`config.mk`:
```
export PLATFORM = sky130hd
export DESIGN_NAME = tstw_ram
export DESIGN_NICKNAME = d
export VERILOG_FILES = /design/src/sv/tstw_ram.sv
export SDC_FILE = /design/constraint.sdc
export NUM_CORES = 1
export LEC_CHECK = 0
export ABC_CLOCK_PERIOD_IN_PS = 2460
export BUFFER_PORTS_ARGS = -buffer_cell sky130_fd_sc_hd__clkbuf_2
export CELL_PAD_IN_SITES_DETAIL_PLACEMENT = 0
export CELL_PAD_IN_SITES_GLOBAL_PLACEMENT = 2
export CORE_ASPECT_RATIO = 0.7
export CORE_MARGIN = 3
export CORE_UTILIZATION = 43
export CTS_BUF_LIST = sky130_fd_sc_hd__clkbuf_4
export DETAILED_ROUTE_END_ITERATION = 10
export GPL_ROUTABILITY_DRIVEN = 1
export PLACE_DENSITY_LB_ADDON = 0.1
export SETUP_SLACK_MARGIN = 0.05
export SKIP_LAST_GASP = 1
export SLEW_MARGIN = 25
export SYNTH_ARGS = -nofsm -noshare
export SYNTH_HDL_FRONTEND = slang
export SYNTH_SLANG_ARGS = --single-unit
export TNS_END_PERCENT = 20
```
`constraint.sdc`:
```
create_clock -name i_clk -period 2.46 [get_ports i_clk]
set_input_delay 0.246 -clock i_clk [delete_from_list [all_inputs] [get_ports i_clk]]
set_output_delay 0.246 -clock i_clk [all_outputs]
set_load 0.05 [all_outputs]
```
`src/sv/tstw_ram.sv`:
```
module tstw_ram #(
    parameter int DEPTH = 2,
    localparam int AW = $clog2(DEPTH)
) (
    input  logic          i_clk,
    input  logic          i_we,
    input  logic [AW-1:0] i_waddr,
    input  logic [7:0]    i_wdata,
    input  logic          i_re,
    input  logic [AW-1:0] i_raddr,
    output logic [7:0]    o_rdata
);

    logic [7:0] mem [DEPTH];
    logic [7:0] r_rdata;

    always_ff @(posedge i_clk) begin
        if (i_we) begin
            mem[i_waddr] <= i_wdata;
        end
    end

    always_ff @(posedge i_clk) begin
        if (i_re) begin
            r_rdata <= mem[i_raddr];
        end
    end

    assign o_rdata = r_rdata;

endmodule

```
==> run metrics <==
postcts setup bufs=0; Synth Net Count=48; vias in the first global route=447; Die ar.=2593 um^2; first-pass GRT wire length=2.097 mm; clk_lat worst skew=0.31 ns; drt first-iter violations=11; Worst Hold Launch=i_wdata[5]; total power=0.0008540 W; Post-CTS Resized=0; leakage=0.4100 nW; Initial Util=0.4964; post-layout net count=72; routability cong.=0.6544; # Max-Cap Violations=0; # rows=12; CTS clk-pin slew, worst paths=0.12 ns; largest net degree at the start of global routing=15; Root Buffer=clkbuf_4; fin crit share=0.4870; crit start category=flop; Area Growth Syn to Fin=19.39%; Reg-to-Reg Start=mem[0][6]; ANT nets after route=0; total wire length=1.282 mm; warnings from Yosys=0; CTS Buf Count=3; hold crit path type=primary input to flop; Worst-Margin Slew=0.6545 ns; DRC Markers=0; sequence of cells on the critical path=clkbuf_2; post-synthesis sequential area ratio=0.8336; Final Util=0.5927; Critical-path top delay cell=edfxtp_1; TritonCTS clock tree=done; CP endpoint kind=output port; Worst Path Required=2.21 ns; Layout Skew=0.0009524 ns; Setup CP Type=flop to output port; Finish-stage setup viols=0; worst stage delay on the critical path=0.39 ns; power density cells=827.3 nW/um^2; most frequent cells in the layout=24 x edfxtp_1, 20 x clkbuf_2, 8 x mux2_4, 3 x clkbuf_4; Slew Viols, Final=0; GR Overflow Total=0; layout cells sized above 1=0.5517; worst hold stages=1; CTS hold repair buffers=0; antenna violations before repair=0; reg-to-reg setup timing slack=1.56 ns; routed via count=398; Finished Cell Area=1032 um^2; post-synthesis register bit count=24; Pre-antenna DRT Iters=2; die height=43.52 um; PortBufs=20; CTS Buffer Depth=2; CP Buf/Inv Count=1; commonest non-fill, non-tap cell in the layout=edfxtp_1; Data arrival, critical path=0.95 ns; Core Region=1742 um^2; peak fanout along the critical path=1; TritonCTS Sinks=24; r2r worst-path depth=1; hold violation count in the final report=0; hold endpoint=mem[0][5]; via/cell ratio=5.038; routed len/inst=16.23 um; worst vdd ir=568.9 uV; Antenna diodes=0; fill cell count=132; status=finished clean; Placement Cell Area=979.7 um^2; # IOs=21; relative slew slack=0.5627; Die W=59.60 um; Syn Std Cell Area=864.6 um^2; reg2reg end=o_rdata[6]; Yosys cell types=5; gr usage total=0.1152; Max Fclk=834.6 MHz; min Tclk post-route=1.198 ns; RSZ-0062 raised after global routing=no; CP delay by family, top=flip-flops; synthesized area per cell=24.70 um^2; setup_tns=0 ns; H-Tree Depth=1; Syn Inst Count=35
==> state kept, by name, indices dropped and copies added (netlist names) <==
register	cells
mem	16
o_rdata	8
==> power breakdown <==
group | internal, W | switching, W
combinational | 0.0000309 | 0.0000561
clock | 0.000165 | 0.000112
sequential | 0.000483 | 0.00000759
total | 0.000678 | 0.000176
==> layer usage <==
layer  global-route usage  up-vias  part of all wire
met5                    0        -                 0
met4              0.01327        0                 0
met3              0.06548        0             0.087
met2               0.2004       19              0.47
met1               0.1274      195              0.44
li1                     -      184                 -
==> Yosys cell counts <==
| cell | n | share of area |
|---|---|---|
| mux2_4 | 8 | 0.14 |
| and2_1 | 1 | 0.0072 |
| buf_6 | 1 | 0.013 |
| edfxtp_1 | 24 | 0.83 |
| nor2b_1 | 1 | 0.0072 |
==> layout make-up <==
cell class	instances	area, um^2	area share
Timing Repair Buffer	20	100.1	0.09697
Sequential cell	24	720.7	0.6982
Multi-Input combinational cell	10	132.6	0.1285
Tap cell	21	26.28	0.02545
Clock buffer	3	22.52	0.02182
Clock inverter	1	30.03	0.02909
==> how the worst max path moves through the flow <==
stage	start	to	slack (ns)	cells after the start
2_1_floorplan	i_we	mem[0][0]	1.42	1
3_3_place_gp	i_we	mem[0][0]	1.29	2
3_5_place_dp	i_we	mem[0][7]	1.18	2
4_1_cts	o_rdata[5]	o_rdata[5]	1.24	1
5_1_grt	o_rdata[1]	o_rdata[1]	1.21	1
6_report	o_rdata[5]	o_rdata[5]	1.26	1
==> logic make-up after synthesis <==
logic type    share of synthesized area
flops                            0.8336
simple gates                    0.01448
mux                              0.1389
buf+inv                         0.01302
==> metrics by stage <==
stage          worst slack, ns  hold WS, ns  std cells
6_report                 1.262       0.1191         79
5_1_grt                  1.208      0.08946         79
3_5_place_dp             1.183       0.4422         75
2_1_floorplan            1.421       0.3449         35
3_3_place_gp             1.289       0.4364         75
4_1_cts                  1.238       0.1077         79
(Power assumes the default switching activity.)
