`src/sv/tstw_pkg.sv`:
```
package tstw_pkg;

    // default screen geometry
    localparam int ROWS_DEF = 30;
    localparam int COLS_DEF = 40;

    // result field widths
    localparam int OUT_ROW_W = 5;
    localparam int OUT_COL_W = 6;

    // character codes and masks
    localparam logic [7:0] CHAR_SPACE  = 8'h20;
    localparam logic [7:0] CHAR_TAB    = 8'h09;
    localparam logic [7:0] CHAR_LF     = 8'h0A;
    localparam logic [7:0] CHAR_CR     = 8'h0D;
    localparam logic [7:0] INV_MASK    = 8'h80;
    localparam logic [7:0] TAB_MASK    = 8'hF8;
    localparam logic [7:0] COLOR_RESET = 8'd15;

    typedef enum logic [1:0] {
        OP_PUT        = 2'd0,
        OP_SET_CURSOR = 2'd1,
        OP_SET_COLOR  = 2'd2,
        OP_READ       = 2'd3
    } t_op;

    typedef enum logic [3:0] {
        S_CLEAR,
        S_IDLE,
        S_TOG_RD,
        S_TOG_WR,
        S_ACT,
        S_RD_WAIT,
        S_SCR_COL_RD,
        S_SCR_COL_WR,
        S_SCR_FILL,
        S_TOG2_RD,
        S_TOG2_WR,
        S_DONE
    } t_state;

    typedef struct packed {
        logic [OUT_ROW_W-1:0] cursor_row;
        logic [OUT_COL_W-1:0] cursor_column;
        logic [7:0]           cell_char;
        logic [7:0]           cell_color;
    } t_result;

endpackage

```
`src/sv/tstw_ctrl.sv`:
```
module tstw_ctrl #(
    parameter int ROWS = tstw_pkg::ROWS_DEF,
    parameter int COLS = tstw_pkg::COLS_DEF,
    localparam int CELLS = ROWS * COLS,
    localparam int CAW = $clog2(CELLS),
    localparam int RW = $clog2(ROWS),
    localparam int CW = $clog2(COLS)
) (
    input  logic              i_clk,
    input  logic              i_rst_n,
    // request side
    input  logic              i_in_valid,
    output logic              o_in_ready,
    input  tstw_pkg::t_op     i_op,
    input  logic [7:0]        i_char,
    input  logic [7:0]        i_row,
    input  logic [7:0]        i_col,
    input  logic [7:0]        i_color,
    input  logic              i_invert,
    // result side
    input  logic              i_out_free,
    output logic              o_done,
    output tstw_pkg::t_result o_result,
    // character store port
    output logic              o_cm_we,
    output logic [CAW-1:0]    o_cm_waddr,
    output logic [7:0]        o_cm_wdata,
    output logic              o_cm_re,
    output logic [CAW-1:0]    o_cm_raddr,
    input  logic [7:0]        i_cm_rdata,
    // row color store port
    output logic              o_km_we,
    output logic [RW-1:0]     o_km_waddr,
    output logic [7:0]        o_km_wdata,
    output logic              o_km_re,
    output logic [RW-1:0]     o_km_raddr,
    input  logic [7:0]        i_km_rdata
);

    import tstw_pkg::*;

    t_state         r_state, n_state;
    t_op            r_op, n_op;
    logic [7:0]     r_char, n_char;
    logic [RW-1:0]  r_row_in, n_row_in;
    logic [CW-1:0]  r_col_in, n_col_in;
    logic [7:0]     r_color, n_color;
    logic           r_inv, n_inv;
    logic [RW-1:0]  r_row, n_row;
    logic [CW-1:0]  r_col, n_col;
    logic [RW-1:0]  r_top, n_top;
    logic [RW-1:0]  r_fill_row, n_fill_row;
    logic [CAW-1:0] r_cnt, n_cnt;
    logic [7:0]     r_rd_char, n_rd_char;
    logic [7:0]     r_rd_color, n_rd_color;

    logic [CAW-1:0] cur_addr;
    logic [7:0]     row8, col8, row_cl, col_cl;

    // logical row -> physical row of the circular store
    function automatic logic [RW-1:0] f_phys(input logic [RW-1:0] top,
                                             input logic [RW-1:0] lr);
        logic [RW:0] s;
        s = {1'b0, top} + {1'b0, lr};
        if (s >= (RW+1)'(ROWS)) begin
            s = s - (RW+1)'(ROWS);
        end
        return s[RW-1:0];
    endfunction

    function automatic logic [CAW-1:0] f_addr(input logic [RW-1:0] prow,
                                              input logic [CW-1:0] col);
        return CAW'(prow) * CAW'(COLS) + CAW'(col);
    endfunction

    assign cur_addr = f_addr(f_phys(r_top, r_row), r_col);
    assign row_cl   = (i_row >= 8'(ROWS)) ? 8'(ROWS - 1) : i_row;
    assign col_cl   = (i_col >= 8'(COLS)) ? 8'(COLS - 1) : i_col;

    always_ff @(posedge i_clk) begin
        if (!i_rst_n) begin
            r_state <= S_CLEAR;
            r_row   <= '0;
            r_col   <= '0;
            r_top   <= '0;
            r_cnt   <= '0;
        end else begin
            r_state <= n_state;
            r_row   <= n_row;
            r_col   <= n_col;
            r_top   <= n_top;
            r_cnt   <= n_cnt;
        end
    end

    always_ff @(posedge i_clk) begin
        r_op       <= n_op;
        r_char     <= n_char;
        r_row_in   <= n_row_in;
        r_col_in   <= n_col_in;
        r_color    <= n_color;
        r_inv      <= n_inv;
        r_fill_row <= n_fill_row;
        r_rd_char  <= n_rd_char;
        r_rd_color <= n_rd_color;
    end

    always_comb begin
        logic [7:0] tab_col;
        logic       adv;
        logic       last_row;

        n_state    = r_state;
        n_op       = r_op;
        n_char     = r_char;
        n_row_in   = r_row_in;
        n_col_in   = r_col_in;
        n_color    = r_color;
        n_inv      = r_inv;
        n_row      = r_row;
        n_col      = r_col;
        n_top      = r_top;
        n_fill_row = r_fill_row;
        n_cnt      = r_cnt;
        n_rd_char  = r_rd_char;
        n_rd_color = r_rd_color;

        o_in_ready = 1'b0;
        o_done     = 1'b0;
        o_cm_we    = 1'b0;
        o_cm_waddr = cur_addr;
        o_cm_wdata = CHAR_SPACE;
        o_cm_re    = 1'b0;
        o_cm_raddr = cur_addr;
        o_km_we    = 1'b0;
        o_km_waddr = r_top;
        o_km_wdata = COLOR_RESET;
        o_km_re    = 1'b0;
        o_km_raddr = r_top;

        tab_col  = (8'(r_col) + 8'd8) & TAB_MASK;
        adv      = 1'b0;
        last_row = (r_row == RW'(ROWS - 1));

        case (r_state)
            S_CLEAR: begin
                o_cm_we    = 1'b1;
                o_cm_waddr = r_cnt;
                o_cm_wdata = CHAR_SPACE;
                if (r_cnt < CAW'(ROWS)) begin
                    o_km_we    = 1'b1;
                    o_km_waddr = r_cnt[RW-1:0];
                    o_km_wdata = COLOR_RESET;
                end
                if (r_cnt == CAW'(CELLS - 1)) begin
                    n_cnt   = '0;
                    n_state = S_IDLE;
                end else begin
                    n_cnt = r_cnt + CAW'(1);
                end
            end
            S_IDLE: begin
                o_in_ready = 1'b1;
                if (i_in_valid) begin
                    n_op       = i_op;
                    n_char     = i_char;
                    n_row_in   = RW'(row_cl);
                    n_col_in   = CW'(col_cl);
                    n_color    = i_color;
                    n_inv      = i_invert;
                    n_rd_char  = '0;
                    n_rd_color = '0;
                    n_state    = (i_op == OP_PUT && i_invert) ? S_TOG_RD : S_ACT;
                end
            end
            S_TOG_RD: begin
                o_cm_re = 1'b1;
                n_state = S_TOG_WR;
            end
            S_TOG_WR: begin
                o_cm_we    = 1'b1;
                o_cm_wdata = i_cm_rdata ^ INV_MASK;
                n_state    = S_ACT;
            end
            S_ACT: begin
                case (r_op)
                    OP_PUT: begin
                        case (r_char)
                            CHAR_TAB: begin
                                if (tab_col >= 8'(COLS)) begin
                                    n_col = '0;
                                    adv   = 1'b1;
                                end else begin
                                    n_col = CW'(tab_col);
                                end
                            end
                            CHAR_LF: begin
                                adv = 1'b1;
                            end
                            CHAR_CR: begin
                                n_col = '0;
                            end
                            default: begin
                                o_cm_we    = 1'b1;
                                o_cm_wdata = r_char;
                                if (r_col == CW'(COLS - 1)) begin
                                    n_col = '0;
                                    adv   = 1'b1;
                                end else begin
                                    n_col = r_col + CW'(1);
                                end
                            end
                        endcase
                        if (adv && !last_row) begin
                            n_row = r_row + RW'(1);
                        end
                        if (adv && last_row) begin
                            n_state = S_SCR_COL_RD;
                        end else begin
                            n_state = r_inv ? S_TOG2_RD : S_DONE;
                        end
                    end
                    OP_SET_CURSOR: begin
                        n_row   = r_row_in;
                        n_col   = r_col_in;
                        n_state = S_DONE;
                    end
                    OP_SET_COLOR: begin
                        o_km_we    = 1'b1;
                        o_km_waddr = f_phys(r_top, r_row);
                        o_km_wdata = r_color;
                        n_state    = S_DONE;
                    end
                    default: begin
                        o_cm_re    = 1'b1;
                        o_cm_raddr = f_addr(f_phys(r_top, r_row_in), r_col_in);
                        o_km_re    = 1'b1;
                        o_km_raddr = f_phys(r_top, r_row_in);
                        n_state    = S_RD_WAIT;
                    end
                endcase
            end
            S_RD_WAIT: begin
                n_rd_char  = i_cm_rdata;
                n_rd_color = i_km_rdata;
                n_state    = S_DONE;
            end
            S_SCR_COL_RD: begin
                // color of the current bottom row
                o_km_re    = 1'b1;
                o_km_raddr = f_phys(r_top, RW'(ROWS - 1));
                n_state    = S_SCR_COL_WR;
            end
            S_SCR_COL_WR: begin
                // old top row becomes the new bottom row
                o_km_we    = 1'b1;
                o_km_waddr = r_top;
                o_km_wdata = i_km_rdata;
                n_fill_row = r_top;
                n_top      = (r_top == RW'(ROWS - 1)) ? '0 : r_top + RW'(1);
                n_cnt      = '0;
                n_state    = S_SCR_FILL;
            end
            S_SCR_FILL: begin
                o_cm_we    = 1'b1;
                o_cm_waddr = f_addr(r_fill_row, r_cnt[CW-1:0]);
                o_cm_wdata = CHAR_SPACE;
                if (r_cnt == CAW'(COLS - 1)) begin
                    n_cnt   = '0;
                    n_state = r_inv ? S_TOG2_RD : S_DONE;
                end else begin
                    n_cnt = r_cnt + CAW'(1);
                end
            end
            S_TOG2_RD: begin
                o_cm_re = 1'b1;
                n_state = S_TOG2_WR;
            end
            S_TOG2_WR: begin
                o_cm_we    = 1'b1;
                o_cm_wdata = i_cm_rdata ^ INV_MASK;
                n_state    = S_DONE;
            end
            S_DONE: begin
                if (i_out_free) begin
                    o_done  = 1'b1;
                    n_state = S_IDLE;
                end
            end
            default: begin
                n_state = S_IDLE;
            end
        endcase
    end

    assign row8 = 8'(r_row);
    assign col8 = 8'(r_col);

    assign o_result.cursor_row    = row8[OUT_ROW_W-1:0];
    assign o_result.cursor_column = col8[OUT_COL_W-1:0];
    assign o_result.cell_char     = r_rd_char;
    assign o_result.cell_color    = r_rd_color;

`ifndef SYNTH
    a_row_range: assert property (@(posedge i_clk) disable iff (!i_rst_n)
        r_state != S_CLEAR |-> r_row < RW'(ROWS))
        else $error("cursor row out of range");

    a_col_range: assert property (@(posedge i_clk) disable iff (!i_rst_n)
        r_state != S_CLEAR |-> CAW'(r_col) < CAW'(COLS))
        else $error("cursor column out of range");

    a_top_range: assert property (@(posedge i_clk) disable iff (!i_rst_n)
        r_state != S_CLEAR |-> r_top < RW'(ROWS))
        else $error("top row pointer out of range");

    a_no_rw_clash: assert property (@(posedge i_clk) disable iff (!i_rst_n)
        !(o_cm_we && o_cm_re && o_cm_waddr == o_cm_raddr))
        else $error("read and write of one cell in one cycle");

    a_scroll_fill: assert property (@(posedge i_clk) disable iff (!i_rst_n)
        r_state == S_SCR_COL_WR |=> r_state == S_SCR_FILL && r_cnt == '0)
        else $error("scroll did not start the row fill");
`endif

endmodule

```
`config.mk`:
```
export PLATFORM = sky130hd
export DESIGN_NAME = tstw_ctrl
export DESIGN_NICKNAME = d
export VERILOG_FILES = /design/src/sv/tstw_pkg.sv /design/src/sv/tstw_ctrl.sv
export SDC_FILE = /design/constraint.sdc
export NUM_CORES = 1
export LEC_CHECK = 0
export BUFFER_PORTS_ARGS = -buffer_cell sky130_fd_sc_hd__buf_2
export CORE_MARGIN = 4
export CORE_UTILIZATION = 51
export CTS_CLUSTER_DIAMETER = 200
export DETAILED_ROUTE_END_ITERATION = 12
export PLACE_DENSITY = 0.88
export SYNTH_ARGS = -nofsm -noshare
export SYNTH_HDL_FRONTEND = slang
export SYNTH_SLANG_ARGS = --single-unit
```
`constraint.sdc`:
```
create_clock -name i_clk -period 4.8 [get_ports i_clk]
set_clock_uncertainty 0.2 [all_clocks]
set_input_delay 0.48 -clock i_clk [delete_from_list [all_inputs] [get_ports i_clk]]
set_output_delay 0.48 -clock i_clk [all_outputs]
set_load 0.02 [all_outputs]
```
==> flow_summary.ini, run 1 <==
[outcome]
status = complete, but fails checks
violations = negative setup slack

[worst_setup_path]
cp-start-kind = flip-flop
critPathKind = flip-flop to output pin
endpoint_kind = output pin
crit_fanout = 3
cp.arrival_ns = 4.78
required_ns = 4.12

[grt]
antenna_found_initial = 1
overflow = 0
grt_pass1_vias = 6273
grt_max_degree = 32
grtUsageTotal_pct = 27.2
grt_pass1_wl_um = 31300

[timing]
slew_headroom_pct = 14.9
fmax_mhz = 183
setup_slack_ns = -0.658
drv_slew = 0
hold_violations = 0
setup_tns_ns = -2.32
setup-violations-final = 7
fin_crit_ns = 5.46
timing.hold.ws_ns = 0.109
rsz0062_at_grt = true
fin_crit_sh_pct = 114
tightest_slew_ns = 1.27

[floorplanning]
rows = 40
die_x_um = 120
die_y_um = 120
die-area_um2 = 14300
core_area_um2 = 12100
io_pins = 136
start_util_pct = 52.6

[hold_path]
min_path_type = primary input to flip-flop

[layout]
utilization_pct = 69.8
area_delta_synth_final_pct = 32.8
num-nets-final = 1010
final_common_cell = buf_2
mostFrequentLayoutCells = buf_2 (127), buf_4 (72), nand2_1 (67)
drive_above_1_share_pct = 34.2

[run]
max_cap_violations = 0

[clocking]
cts_max_level = 3
clock_sinks = 82
numCtsBuffers = 9
cts-root-buf = clkbuf_16
clock_path_buffers = 2
clk_latency_ns = 0.35
clk_pin_slew_ns = 0.06
cts_tree = built

[power_and_ir_drop]
power_frac_seq_pct = 46.5
powerDensity_nw_per_um2 = 191
peakVddDrop_uv = 179
p_clk_share_pct = 49.7
p_int_w = 0.00128
switching_share_pct = 20.4
p_sw_w = 0.000329
leakagePower_nw = 3.69
p_comb_share_pct = 3.8

[synthesis]
ys_warn_count = 0
synthFlopType = edfxtp_1
avgSynthCellArea_um2 = 8.96
ys_ff_latch = 82
synth_cells = 711
synth_area_um2 = 6370
synth.net_count = 826
synth_edf_count = 51
async_reset_ff_share_pct = 0
ys_types = 75
ys_seq_area_share_pct = 33.8

[placement]
dp_slack_ns = -0.363
gp_congestion = 0.951
hpwlAfterDp_um = 13700
numPortBuffers = 135

[routing]
drt-pass1-iter-count = 8
final_antenna_net_count = 0
drt_iter0_drc = 620
wl_per_cell_um = 19.1
remaining_drc_errors = 0
vias_per_cell = 6.08
wirelength_um = 20400
num_vias = 6497
-- worst max-delay path, stage by stage, from the launching register on --
cell and delay [ns]:
edfxtp_1 0.44, ha_4 0.21, fa_2 0.37, xor2_2 0.17, nand2_2 0.09, nor3_4 0.05
or3_1 0.33, a21oi_2 0.22, mux2_4 0.35, ha_2 0.20, ha_4 0.17, fa_1 0.50
o211ai_1 0.11, or4_1 0.41, a31oi_1 0.20, a21oi_1 0.08, xor2_1 0.17, mux2i_2 0.17
buf_4 0.18
-- sequential cells by signal (all words and copies together), names as in the netlist, 6 cells and up --
name / count
r_cnt: 11
r_rd_color: 8
r_rd_char: 8
r_char: 8
r_col_in: 6
r_color: 8
r_col: 6
-- stage by stage --
step           cell area, µm²  instances  total power, W
3_5_place_dp             7620       1035        0.000823
5_1_grt                  8460       1069         0.00165
3_3_place_gp             7620       1035        0.000821
6_report                 8460       1069         0.00161
2_1_floorplan            6450        711        0.000787
4_1_cts                  8220       1065         0.00161
-- timing repair --
action,4_1_cts,5_1_grt
resized for setup,32,41
setup buffers,15,5
pin swaps,32,19
setup endpoints to repair,7,11
hold buffers,0,0
-- metal layers --
metal  GRT usage [%]  up-vias  part of all wire (%)
met1            32.5     3020                    38
met5               0        -                     0
met4            13.0        0                   4.3
met2            46.8      422                    49
li1                -     2959                     -
met3            5.47       96                   8.8
-- layout make-up --
class / instances / area, µm²
diodes: 1 / 2.50
well taps: 168 / 210
flip-flops and latches: 82 / 2160
inverters: 32 / 120
clock buffers: 10 / 229
repair buffers: 205 / 1240
multi-input cells: 565 / 4380
fillers: 865 / 3660
clock inverters: 6 / 115
-- worst paths after layout --
check / cells after the start / start / slack, ns / endpoint
setup reg to reg: 8 / r_char[5] / 1.61 / r_state[3]
hold / removal: 1 / i_color[4] / 0.11 / r_color[4]
setup / recovery: 18 / r_row_in[0] / -0.66 / o_cm_raddr[9]
hold reg to reg: 2 / r_cnt[10] / 0.40 / r_cnt[10]
-- Yosys cell counts (all sizes together) (7+ instances only) --
cell type  instances  area (µm²)
nand2             70         263
nor2              68         258
ha                52         651
edfxtp            51        1530
a21oi             46         230
o21ai             36         184
inv               32         120
dfxtp             31         621
clkbuf            30         113
and2              24         150
xnor2             24         210
xor2              20         190
nand3             19        95.1
nor3              19         111
mux2i             13         146
a21o              12        90.1
a22o              10        87.6
a31oi             10        62.6
and3              10        62.6
nand2b            10        62.6
a211oi             8        75.1
fa                 8         160
nand4              8        50.1
nor3b              8        70.1
nor2b              7        43.8
-- power groups by stage --
stage / clock network, W / registers [W] / logic, W
2_1_floorplan: 0 / 0.000762 / 0.0000251
3_3_place_gp: 0 / 0.000765 / 0.0000560
3_5_place_dp: 0 / 0.000765 / 0.0000583
4_1_cts: 0.000799 / 0.000749 / 0.0000587
5_1_grt: 0.000831 / 0.000749 / 0.0000657
6_report: 0.000802 / 0.000749 / 0.0000608
-- cells by family after synthesis --
group | count (synthesis) | share of synthesized area, %
AO/OA/AOI/OAI | 178 | 19.6
XOR/XNOR | 44 | 6.29
adder cells (fa/ha/maj) | 60 | 12.7
buffers and inverters | 64 | 3.77
flip-flops | 82 | 33.8
multiplexers | 18 | 3.18
AND/OR/NAND/NOR | 265 | 20.7
(Power assumes the default switching activity.)
==> run 2: changes to the inputs <==
--- a/config.mk
+++ b/config.mk
@@ -7,10 +7,11 @@
 export LEC_CHECK = 0
 export BUFFER_PORTS_ARGS = -buffer_cell sky130_fd_sc_hd__buf_2
 export CORE_MARGIN = 4
-export CORE_UTILIZATION = 51
+export CORE_UTILIZATION = 56
 export CTS_CLUSTER_DIAMETER = 200
 export DETAILED_ROUTE_END_ITERATION = 12
-export PLACE_DENSITY = 0.88
+export MAX_ROUTING_LAYER = met4
+export PLACE_DENSITY = 0.92
 export SYNTH_ARGS = -nofsm -noshare
 export SYNTH_HDL_FRONTEND = slang
 export SYNTH_SLANG_ARGS = --single-unit
==> constraint.sdc (replaced) <==
create_clock -name i_clk -period 5.7 [get_ports i_clk]
set_clock_uncertainty 0.2 [all_clocks]
set_input_delay 0.57 -clock i_clk [delete_from_list [all_inputs] [get_ports i_clk]]
set_output_delay 0.57 -clock i_clk [all_outputs]
set_load 0.02 [all_outputs]
==> run 2 against run 1 <==
The run now ends clean. Largest power group is now registers. Count of clock-buffer cells in the layout fell by 1. Setup slack better by 0.70 ns. Sequential power is 16% lower. Die area shrank 8.3%.
==> flow_summary.ini, run 2 (same netlist as run 1, synthesis figures left out) <==
[layout]
postLayoutCellArea_um2 = 7820
largest_register_ffs = 11
drive_above_1_share_pct = 27.8
final_common_cell = buf_2
insertedDiodeCount = 0
area_delta_synth_final_pct = 22.8
regMostFlops = r_cnt
fin_cells = 995
num-nets-final = 965
mostFrequentLayoutCells = buf_2 (133), nand2_1 (69), nor2_1 (67)

[floorplanning]
die-area_um2 = 13100
die_x_um = 115
core_area_um2 = 11000
rows = 38
start_util_pct = 58.0
die_y_um = 115
io_pins = 136

[grt]
grt_pass1_vias = 5793
grtUsageTotal_pct = 28.3
antenna_found_initial = 0
overflow = 0
grt_pass1_wl_um = 28600
grt_max_degree = 32

[timing]
setup_tns_ns = 0
rsz0062_at_grt = true
fmax_mhz = 177
tightest_slew_ns = 1.23
fin_crit_ns = 5.65
hold_violations = 0
drv_slew = 0
setup-violations-final = 0
fin_crit_sh_pct = 99.2
timing.hold.ws_ns = 0.193
slew_headroom_pct = 17.8

[routing]
drt_iter0_drc = 657
wirelength_um = 18500
vias_per_cell = 6.25
drt-pass1-iter-count = 6
num_vias = 6216
remaining_drc_errors = 0
final_antenna_net_count = 0
wl_per_cell_um = 18.6

[placement]
hpwlAfterDp_um = 13400
placedInstanceArea_um2 = 7190
gp_congestion = 0.968
numPortBuffers = 135
dp.cells = 965

[clocking]
cts-root-buf = clkbuf_16
clock_path_buffers = 2
cts_tree = built
numCtsBuffers = 9
cts_max_level = 3
clk_pin_slew_ns = 0.06
clock_sinks = 82
clk_latency_ns = 0.35

[worst_setup_path]
cp.arrival_ns = 4.88
max_stage_delay_ns = 0.61
required_ns = 4.93
endpoint_kind = output pin
reg2reg_from = r_char[5]
critPathKind = flip-flop to output pin
crit_end = o_cm_raddr[9]
r2r_cells = 8
crit_family = adder cells
slowest_stage = fa_1
worstReg2RegEnd = r_state[3]
crit_fanout = 4
cp_num_buf_inv = 2
crit_chain = buf_6 > fa_2 > xor2_2 > nand2_2 > nor3_4 > or3_1 > a21oi_2 > nand2b_4 > xnor2_4 > ha_4 > ha_4 > fa_1 > o211ai_1 > or4_1 > a31oi_1 > a21oi_1 > xor2_1 > mux2i_1 > buf_4
rrSetupSlack_ns = 2.55
path_common_cell = ha_4
cp-start-kind = flip-flop
crit_cells = 19
crit_start = r_row_in[1]

[power_and_ir_drop]
peakVddDrop_uv = 203
finalPower_w = 0.00131
leakagePower_nw = 3.40
powerDensity_nw_per_um2 = 168

[outcome]
status = finished clean

[run]
max_cap_violations = 0

[hold_path]
min_path_type = primary input to flip-flop
==> run 2: changes by cell type in the layout (fill, tap and decap cells not counted), sizes merged <==
cell    before  now
bufinv       3    2
buf        205  160
clkbuf      10    9
clkinv       2    4
diode        1    0
==> run 2: report_power, final <==
group / internal [W] / switching [W] / total (W)
logic: 0.0000236 / 0.0000261 / 0.0000497
clock network: 0.000383 / 0.000245 / 0.000628
registers: 0.000628 / 0.00000485 / 0.000632
total: 0.00103 / 0.000276 / 0.00131
==> run 2: worst reg2reg max path: stages (launching register included) <==
cell      delay [ns]
edfxtp_1        0.39
nor4_1          0.57
nand4b_1        0.49
nor3b_1         0.45
o31ai_1         0.19
a21oi_1         0.30
nor3_1          0.09
o21ai_0         0.23
a21boi_0        0.12
==> run 2: worst min path at each step <==
| stage | to | start | slack [ns] | depth (start not counted) |
|---|---|---|---|---|
| global placement | r_cnt[10] | r_cnt[10] | 0.37 | 2 |
| global route | r_color[1] | i_color[1] | 0.19 | 1 |
| CTS | r_color[6] | i_color[6] | 0.19 | 1 |
| finish | r_char[4] | i_char[4] | 0.19 | 1 |
| floorplan | r_fill_row[3] | r_top[3] | 0.26 | 0 |
| detailed placement | r_cnt[10] | r_cnt[10] | 0.36 | 2 |
==> run 2: area by class of cell <==
| class | count | area [µm²] |
|---|---|---|
| flip-flops and latches | 82 | 2160 |
| clock buffers | 9 | 225 |
| repair buffers | 160 | 872 |
| fillers | 744 | 3160 |
| multi-input cells | 565 | 4180 |
| inverters | 32 | 120 |
| clock inverters | 7 | 93.8 |
| well taps | 140 | 175 |
==> run 2: routing by layer <==
metal / up-vias / share of wire [%] / track usage (%)
met1: 2867 / 38 / 34.6
met3: 75 / 11 / 6.77
met5: - / 0 / -
met4: 0 / 3.8 / 11.8
met2: 398 / 48 / 45.0
li1: 2876 / - / -
==> run 2: stage by stage <==
step	util [%]	setup WS (ns)
finish	71.2	0.0463
global route	71.2	-0.157
CTS	69.2	0.00799
detailed placement	65.4	0.0511
global placement	65.4	0.235
floorplan	-	0.254
==> run 2: timing repair <==
action,CTS,global route
pin swaps,5,19
buffers inserted,3,11
resized for setup,17,26
endpoints found under the hold margin,0,0
endpoints found under the setup margin,3,3
hold buffers,0,0
==> run 3: changes to the inputs <==
--- a/config.mk
+++ b/config.mk
@@ -7,11 +7,12 @@
 export LEC_CHECK = 0
 export BUFFER_PORTS_ARGS = -buffer_cell sky130_fd_sc_hd__buf_2
 export CORE_MARGIN = 4
-export CORE_UTILIZATION = 56
+export CORE_UTILIZATION = 55
 export CTS_CLUSTER_DIAMETER = 200
 export DETAILED_ROUTE_END_ITERATION = 12
 export MAX_ROUTING_LAYER = met4
-export PLACE_DENSITY = 0.92
+export PLACE_DENSITY = 0.9
+export RECOVER_POWER = 25
 export SYNTH_ARGS = -nofsm -noshare
 export SYNTH_HDL_FRONTEND = slang
 export SYNTH_SLANG_ARGS = --single-unit
==> run 3 against run 2 <==
Combinational power grew 2%. Worst hold slack gained 0.0020 ns. Largest cell class unchanged. Largest power group unchanged. First-iteration DRC count grew 0.76%. Critical path type unchanged. Via count grew 0.76%.
==> flow_summary.ini, run 3 (same netlist as run 1, synthesis figures left out) <==
[outcome]
status = finished clean

[power_and_ir_drop]
leakagePower_nw = 3.37
switching_share_pct = 22.4
p_sw_w = 0.000287
power_frac_seq_pct = 49.3
p_comb_share_pct = 4.0
p_clk_share_pct = 46.7
peakVddDrop_uv = 205
p_int_w = 0.000993
powerDensity_nw_per_um2 = 165

[routing]
remaining_drc_errors = 0
wl_per_cell_um = 19.2
drt-pass1-iter-count = 8
detail_route.wirelength.met1_um = 7470
dr_wl_met3_um = 1650
vias_per_cell = 6.27
drt_iter0_drc = 662
wirelength_um = 19200
num_vias = 6263
routed.top_layer = met4
final_antenna_net_count = 0
dr_wl_met2_um = 9240

[layout]
fin_cells = 999
mostFrequentLayoutCells = buf_2 (114), nand2_1 (69), nor2_1 (67)
area_delta_synth_final_pct = 22.1
drive_above_1_share_pct = 25.4
largest_register_ffs = 11
insertedDiodeCount = 0
regMostFlops = r_cnt
postLayoutCellArea_um2 = 7770
final_common_cell = buf_2
num-nets-final = 966

[worst_setup_path]
cp.arrival_ns = 4.82
slowest_stage = fa_2
crit_chain = ha_4 > fa_2 > xor2_2 > nand2_2 > nor3_4 > or3_4 > a21oi_4 > mux2_4 > ha_2 > ha_4 > fa_2 > o211ai_1 > or4_1 > a31oi_1 > a21oi_1 > xor2_1 > mux2i_1 > buf_4
crit_fanout = 4
crit_family = adder cells
critPathKind = flip-flop to output pin
required_ns = 4.93
cp-start-kind = flip-flop
max_stage_delay_ns = 0.59
endpoint_kind = output pin
cp_num_buf_inv = 1

[clocking]
clk_pin_slew_ns = 0.07
cts_tree = built
cts-root-buf = clkbuf_16
clock_sinks = 82
clk_latency_ns = 0.35
cts_max_level = 3
clock_path_buffers = 2
numCtsBuffers = 9

[floorplanning]
rows = 39
die_x_um = 116
start_util_pct = 56.0
io_pins = 136
die-area_um2 = 13400
core_area_um2 = 11400
die_y_um = 116

[grt]
grt_max_degree = 32
overflow = 0
grtUsageTotal_pct = 28.1
grt_pass1_wl_um = 28700
grt_pass1_vias = 5860
antenna_found_initial = 0

[placement]
gp_congestion = 0.962
placedInstanceArea_um2 = 7210
dp.cells = 971
dp_slack_ns = 0.0691
hpwlAfterDp_um = 13600
numPortBuffers = 135

[timing]
drv_slew = 0
hold_violations = 0
timing.hold.ws_ns = 0.195
fmax_mhz = 179
slew_headroom_pct = 26.7
rsz0062_at_grt = true
setup-violations-final = 0
tightest_slew_ns = 1.09
fin_crit_sh_pct = 98.1
fin_crit_ns = 5.59
setup_tns_ns = 0
setup_slack_ns = 0.108

[hold_path]
min_path_type = primary input to flip-flop

[run]
max_cap_violations = 0
## run 3: cell types whose count changed in the layout (fill, tap and decap cells not counted), sizes merged
cell,before,now
clkbuf,9,33
buf,160,137
bufinv,2,1
inv,32,33
## run 3: worst register-to-register path, cell delays in order, from the launching register on
cell	delay (ns)
edfxtp_1	0.38
nor4_1	0.59
nand4b_1	0.52
nor3b_1	0.43
o31ai_1	0.18
a21oi_1	0.27
nor3_1	0.07
o21ai_0	0.17
a21boi_0	0.11
## run 3: power groups by stage
stage / combinational [W] / sequential, W / clock, W
finish: 0.0000506 / 0.000632 / 0.000598
CTS: 0.0000494 / 0.000632 / 0.000600
detailed placement: 0.0000493 / 0.000645 / 0
floorplan: 0.0000211 / 0.000642 / 0
global placement: 0.0000474 / 0.000645 / 0
global route: 0.0000551 / 0.000632 / 0.000624
## run 3: repair_timing
action / in CTS / in global routing
pin swaps: 2 / 17
endpoints found under the hold margin: 0 / 0
gates cloned: 0 / 0
setup buffers: 2 / 10
gates resized for setup: 13 / 31
endpoints found under the setup margin: 3 / 3
hold buffers: 0 / 0
## run 3: path summary, 6_finish.rpt
check	start	end	slack (ns)	cells past startpoint
min	i_color[4]	r_color[4]	0.19	1
max	r_row_in[0]	o_cm_raddr[9]	0.11	18
max reg2reg	r_char[5]	r_state[3]	2.65	8
min reg2reg	r_row[1]	r_row[1]	0.35	2
## run 3: layer usage
layer  vias up  track usage [%]
met5         -                -
met4         0             13.1
met3        82             5.12
met2       381             44.6
met1      2931             35.0
li1       2869                -
## run 3: final cells by class
type,instances,area (µm²)
Clock buffer,9,225
Clock inverter,7,77.6
Fill cell,845,3590
Inverter,32,120
Multi-Input combinational cell,565,4180
Sequential cell,82,2160
Tap cell,143,179
Timing Repair Buffer,161,833
## run 3: stage by stage
stage	utilization, %	total power (W)
after floorplan	-	0.000664
after CTS	66.7	0.00128
final	68.4	0.00128
after detailed placement	63.4	0.000694
after global placement	63.4	0.000692
after global routing	68.4	0.00131
